===== config.mk =====
export PLATFORM = sky130hd
export DESIGN_NAME = xhlp_ctrl
export DESIGN_NICKNAME = d
export VERILOG_FILES = /design/src/design/xhlp_pkg.sv /design/src/design/xhlp_ctrl.sv
export SDC_FILE = /design/constraint.sdc
export NUM_CORES = 1
export LEC_CHECK = 0
export BUFFER_PORTS_ARGS = -buffer_cell sky130_fd_sc_hd__buf_4
export CORE_MARGIN = 5
export CORE_UTILIZATION = 35
export DETAILED_ROUTE_END_ITERATION = 10
export PLACE_DENSITY_LB_ADDON = 0.25
export REMOVE_ABC_BUFFERS = 1
export SLEW_MARGIN = 20
export SYNTH_ARGS = -nofsm -noshare
export SYNTH_HDL_FRONTEND = slang
export SYNTH_SLANG_ARGS = --single-unit

===== constraint.sdc =====
create_clock -name clk -period 1.75 [get_ports clk]
set_input_delay 0.2625 -clock clk [delete_from_list [all_inputs] [get_ports clk]]
set_output_delay 0.2625 -clock clk [all_outputs]
set_load 0.03 [all_outputs]

===== src/design/xhlp_pkg.sv =====
// ----------------------------------------------------------------------------
// xhlp_pkg
// Shared types and constants of the horizontal leash projection block.
// ----------------------------------------------------------------------------
package xhlp_pkg;

  localparam int DIV_W    = 64;
  localparam int CFG_IDX_W = 2;
  localparam int CFG_DAT_W = 32;

  localparam logic [CFG_IDX_W-1:0] REG_MARGIN     = 2'd0;
  localparam logic [CFG_IDX_W-1:0] REG_COMP_LEFT  = 2'd1;
  localparam logic [CFG_IDX_W-1:0] REG_COMP_RIGHT = 2'd2;

  localparam logic [30:0] U31_MAX = 31'h7fff_ffff;
  localparam logic signed [31:0] S32_MAX = 32'sh7fff_ffff;
  localparam logic signed [31:0] S32_MIN = 32'sh8000_0000;

  typedef enum logic [3:0] {
    OP_NONE,
    OP_LOAD,
    OP_PREP,
    OP_CHECK,
    OP_ALPHA_SPECIAL,
    OP_ALPHA_START,
    OP_ALPHA_TAKE,
    OP_MUL_AL,
    OP_NUM_START,
    OP_Q_TAKE,
    OP_MUL_D,
    OP_COMMIT,
    OP_CLEAR,
    OP_OUT
  } dp_op_t;

  typedef struct packed {
    dp_op_t op;
    logic   arm;    // 0 left arm, 1 right arm
  } dp_cmd_t;

  typedef struct packed {
    logic skip;
    logic c_pos;
    logic dt2_zero;
    logic div_done;
  } dp_stat_t;

  typedef struct packed {
    logic                 en;
    logic [CFG_IDX_W-1:0] idx;
    logic [CFG_DAT_W-1:0] data;
  } cfg_wr_t;

  typedef struct packed {
    logic signed [31:0] mark_min_x;
    logic signed [31:0] mark_max_x;
    logic signed [31:0] base_min_x;
    logic signed [31:0] base_max_x;
    logic [30:0]        mobility;
    logic [30:0]        time_step;
    logic               has_base;
  } in_item_t;

  typedef struct packed {
    logic signed [31:0] shift;
    logic               left_applied;
    logic               right_applied;
    logic signed [31:0] left_multiplier;
    logic signed [31:0] right_multiplier;
  } out_item_t;

endpackage


===== src/design/xhlp_ctrl.sv =====
// ----------------------------------------------------------------------------
// xhlp_ctrl
// Controller: sequences one projection step over the datapath.
// ----------------------------------------------------------------------------
module xhlp_ctrl
  import xhlp_pkg::*;
(
  input  logic     clk,
  input  logic     rst_n,
  input  logic     in_valid,
  output logic     in_stall,
  output logic     out_valid,
  input  logic     out_stall,
  input  dp_stat_t stat,
  output dp_cmd_t  cmd
);

  typedef enum logic [3:0] {
    S_IDLE, S_DECIDE, S_PREP, S_CHECK, S_BRANCH, S_ALPHA_WAIT, S_MUL_AL,
    S_NUM, S_DIV_WAIT, S_MUL_D, S_COMMIT, S_OUT
  } state_t;

  state_t state_r, state_nxt;
  logic   arm_r, arm_nxt;
  logic   out_valid_r, out_valid_nxt;
  logic   slot_free;

  assign slot_free = !out_valid_r || !out_stall;

  always_comb begin
    state_nxt     = state_r;
    arm_nxt       = arm_r;
    out_valid_nxt = out_valid_r && out_stall;
    cmd.op        = OP_NONE;
    cmd.arm       = arm_r;
    case (state_r)
      S_IDLE: begin
        if (in_valid) begin
          cmd.op    = OP_LOAD;
          state_nxt = S_DECIDE;
        end
      end
      S_DECIDE: state_nxt = stat.skip ? S_OUT : S_PREP;
      S_PREP: begin
        cmd.op    = OP_PREP;
        arm_nxt   = 1'b0;
        state_nxt = S_CHECK;
      end
      S_CHECK: begin
        cmd.op    = OP_CHECK;
        state_nxt = S_BRANCH;
      end
      S_BRANCH: begin
        if (!stat.c_pos) begin
          cmd.op    = OP_CLEAR;
          arm_nxt   = 1'b1;
          state_nxt = arm_r ? S_OUT : S_CHECK;
        end else if (stat.dt2_zero) begin
          cmd.op    = OP_ALPHA_SPECIAL;
          state_nxt = S_MUL_AL;
        end else begin
          cmd.op    = OP_ALPHA_START;
          state_nxt = S_ALPHA_WAIT;
        end
      end
      S_ALPHA_WAIT: begin
        if (stat.div_done) begin
          cmd.op    = OP_ALPHA_TAKE;
          state_nxt = S_MUL_AL;
        end
      end
      S_MUL_AL: begin
        cmd.op    = OP_MUL_AL;
        state_nxt = S_NUM;
      end
      S_NUM: begin
        cmd.op    = OP_NUM_START;
        state_nxt = S_DIV_WAIT;
      end
      S_DIV_WAIT: begin
        if (stat.div_done) begin
          cmd.op    = OP_Q_TAKE;
          state_nxt = S_MUL_D;
        end
      end
      S_MUL_D: begin
        cmd.op    = OP_MUL_D;
        state_nxt = S_COMMIT;
      end
      S_COMMIT: begin
        cmd.op    = OP_COMMIT;
        arm_nxt   = 1'b1;
        state_nxt = arm_r ? S_OUT : S_CHECK;
      end
      S_OUT: begin
        if (slot_free) begin
          cmd.op        = OP_OUT;
          out_valid_nxt = 1'b1;
          state_nxt     = S_IDLE;
        end
      end
      default: state_nxt = S_IDLE;
    endcase
  end

  always_ff @(posedge clk) begin
    if (!rst_n) begin
      state_r     <= S_IDLE;
      arm_r       <= 1'b0;
      out_valid_r <= 1'b0;
    end else begin
      state_r     <= state_nxt;
      arm_r       <= arm_nxt;
      out_valid_r <= out_valid_nxt;
    end
  end

  assign in_stall  = (state_r != S_IDLE);
  assign out_valid = out_valid_r;

endmodule


-- Word level (Yosys, flattened, before mapping)
Index checks and enable logic that the tools add are counted.
- bits of input ports: 8
- flip-flop bits (word level): 6
- output and inout bits: 7
- bits in read-only memories: 0
- logic and storage cells: 48
- bits in latches: 0
- memories kept: 0
- RAM bits: 0
- multiply operators: 0
- shift-type cells: 0
- div/mod/pow operators: 0
- reduce and logical (&&, ||, !) cells: 9
- $lt $le $gt $ge: 0
- add/subtract/negate cells: 0
- multiplexer cells: 20
- equal/unequal tests: 16
- bitwise gates (word level): 0
- operators by type and width (cell ; count):
    4-bit case mux with 12 select lines ; 1
    4-bit case mux with 11 select lines ; 1
    4-bit 2-to-1 mux ; 10
    4-bit by 3-bit == test with 1-bit output (second input constant) ; 4
    4-bit == test (second input constant) ; 4
    2-bit != test (second input constant) ; 5
    4-bit by 2-bit == test with 1-bit output (second input constant) ; 2
    1-bit 2-to-1 mux ; 5
    4-bit by 1-bit == test with 1-bit output (second input constant) ; 1
    4-bit logical NOT ; 1
    4-bit AND reduction ; 1
    4-bit nonzero test ; 1
    3-bit 2-to-1 mux ; 1
    1-bit case mux with 3 select lines ; 1
    3-bit nonzero test ; 1
    1-bit logical NOT ; 2
    2-bit 2-to-1 mux ; 1
    2-bit AND reduction ; 1
    1-bit logical AND ; 1
    1-bit logical OR ; 1

-- Longest topological paths before layout
- word-level depth: 4
- depth in mapped cells: 6
- mapped depth without buffers: 4

-- Worst setup path before layout
OpenSTA, ideal clock, no wires.
- path type: flip-flop to output port
- from: reg state_r[2]
- to: out cmd[1] in the netlist's numbering
- stages on the path, launching flop included: 5
- data required time: 1487 ps
- arrival: 1559 ps
- setup slack: -71 ps
- path buffers: 1
- cells stage by stage: dfxtp_1 -> buf_2 -> inv_2 -> a2bb2oi_1 -> o311ai_1
- RTL lines (what ; RTL line ; text):
    start, declared ; xhlp_ctrl.sv:23 ; state_t state_r, state_nxt;
    start signal, assigned ; xhlp_ctrl.sv:112 ; state_r <= state_nxt;
    end, declared ; xhlp_ctrl.sv:15 ; output dp_cmd_t cmd

-- Worst setup path in the final report
- from: reg state_r[3]
- to: out in_stall
- word-level cells in the longest chain between the ends: 1
- RTL lines (what ; RTL line ; text):
    4-bit nonzero test ; xhlp_ctrl.sv:118 ; assign in_stall = (state_r != S_IDLE);
    end, declared ; xhlp_ctrl.sv:11 ; output logic in_stall,
No other way between the ends.

==> out/results.ini <==
[clock_tree]
clock_sinks=6
cts_tree=done
ctsHtreeMaxLevel=1
clk_latency_ns=0.24
path_clk_slew_ns=0.05
cts_made_buffers=3
cts_hold_buf=0
clock_path_buffers=2
cts-root-buf=clkbuf_4

[sta]
slew_violations=0
final-hold-violation-count=0
slew_headroom_pct=82.0
period_needed_ns=1.74
fin_hold_ws_ns=0.240
finalSetupViolCount=0
rsz0062_at_grt=yes
finalCritPeriodShare_pct=99.5
fin_skew_ns=0.00506
tightest_slew_ns=0.268
tns_ns=0
setup_slack_ns=0.00917
timing.fmax_mhz=574

[yosys]
yosysWarnings=0
yosys.area.top_type=dfxtp_1
ys_types=39
ys_ff_latch=6
syn_area_per_cell_um2=7.19
yosysSeqAreaShare_pct=20.4
synth_area_leaders=dfxtp_1, a21oi_1, nand2_1
synthCells=82
synth_area_um2=589
synth_top_area_share_pct=20.4
synth_edf_count=0
synth_flop_cell=dfxtp_1
synthArstFlopShare_pct=0

[power]
clkPwrFrac_pct=13.1
power_switching_mw=0.418
p_int_mw=0.543
leakagePower_nw=0.363
power_density_nw_per_um2=1150
pwr-share-seq_pct=23.0
peakVddDrop_mv=0.554
p_sw_share_pct=43.5
p_comb_share_pct=63.8

[floorplanning]
fp-row-count=14
core_um2=1560
start_util_pct=37.8
die_w_um=51.0
pin_count=15
dieArea_um2=2600
die_height_um=51.0

[detailed_routing]
met3_length_um=107
dr.pass1.iters=4
routed-wl-met2_um=822
met1Wirelength_um=754
via_per_inst=5.65
wirelength_mm=1.68
routed.top_layer=met3
drc=0
drt_iter0_drc=20
vias=695
wl_per_cell_um=13.7
ant_nets=0

[place]
portBuffers=14
placedCellCount=112
place_ws_ns=0.130
gp_congestion=0.815
post_dp_cell_area_um2=724
hpwlAfterDp_mm=1.21

[setup_path]
crit_slowest_cell=or4_4
crit_path_cell_trace=buf_4, or4_4, buf_4
start_kind=register
worstPathRequired_ns=1.49
path_class=register to output pin
cp_common_cell=buf_4
critPathMaxStageDelay_ns=0.54
cp_max_fo=8
cp.arrival_ns=1.48
crit_path_end_kind=output pin

[global_routing]
grt_first_pass_wirelength_mm=2.64
grt-ovfl-total=0
grt_use_total_pct=12.8
antenna_found_initial=0
grt_max_degree=16
grt_pass1_vias=592

[cells_and_area]
areaGrowthSynthToFinish_pct=41.6
design_area_um2=835
nets=117
final_cell_mix=buf_4, nand2_1, a21oi_1
final_common_cell=buf_4
n_fill_cell=158
layout-drive-gt1-share_pct=42.1
diodes=0
stdcell_count=123

[job]
maxCapViolCount=0

[outcome]
outcome=complete, no violations

[hold_path]
hp-class=input port to register

-- critical path: cells and delay by family, from the launching register on --
kind | cells | cell delay (ns)
buffers and inverters | 2 | 0.33
flip-flops | 1 | 0.36
AND/OR/NAND/NOR | 1 | 0.54
-- cells by family after synthesis --
family / Yosys count / share of synthesized area [%]
AOI/OAI and AO/OA: 30 / 36.7
xor gates and xnor gates: 1 / 1.49
buffers and inverters: 10 / 9.13
DFF: 6 / 20.4
and+or+nand+nor: 35 / 32.3
-- cells in the mapped netlist (2+ instances only) --
master     n
o21ai_1    4
nand2b_1   2
nand3_1    2
dfxtp_1    6
inv_1      2
or2_1      2
nor2b_1    3
nor2_1     7
o21ai_0    4
a21oi_1    9
buf_2      4
nand2_1   10
-- flip-flops by register name, summed over array words and instances (netlist names) --
signal and flops:
arm_r 1, out_valid 1, state_r 4
-- metal layers --
| layer | GRT usage [%] | vias up |
|---|---|---|
| met1 | 16.1 | 325 |
| met2 | 22.1 | 20 |
| met5 | 0 | - |
| li1 | - | 350 |
| met3 | 4.65 | 0 |
| met4 | 0 | 0 |
-- what timing repair did --
action | CTS | global route
setup endpoints to repair | 4 | 4
buffers inserted | 4 | 4
gates resized for setup | 8 | 5
-- worst paths after layout --
kind	start	endpoint	slack, ns	depth (start not counted)
setup / recovery	state_r[3]	in_stall	0.009	3
hold / removal	rst_n	state_r[1]	0.24	2
hold reg to reg	arm_r	arm_r	0.65	3
setup reg to reg	state_r[3]	state_r[1]	0.12	5
-- area by class of cell --
cell class	instances	area [um2]	share of cell area, %
clock buffers	3	22.5	2.70
inverters	3	11.3	1.35
multi-input cells	66	427	51.1
flip-flops and latches	6	133	15.9
well taps	16	20.0	2.40
repair buffers	29	221	26.5
-- power by group through the flow --
stage                     combinational (mW)  clock (mW)  sequential [mW]
after global routing                   0.664       0.136            0.225
after global placement                 0.529           0            0.222
after CTS                              0.560       0.129            0.223
after floorplan                        0.328           0            0.237
after detailed placement               0.529           0            0.223
final                                  0.614       0.126            0.221
-- stage by stage --
stage | power [mW] | utilization, %
2_1_floorplan | 0.565 | -
3_3_place_gp | 0.750 | 46.5
3_5_place_dp | 0.752 | 46.5
4_1_cts | 0.911 | 50.9
5_1_grt | 1.02 | 53.5
6_report | 0.961 | 53.5
(Power assumes the default switching activity.)
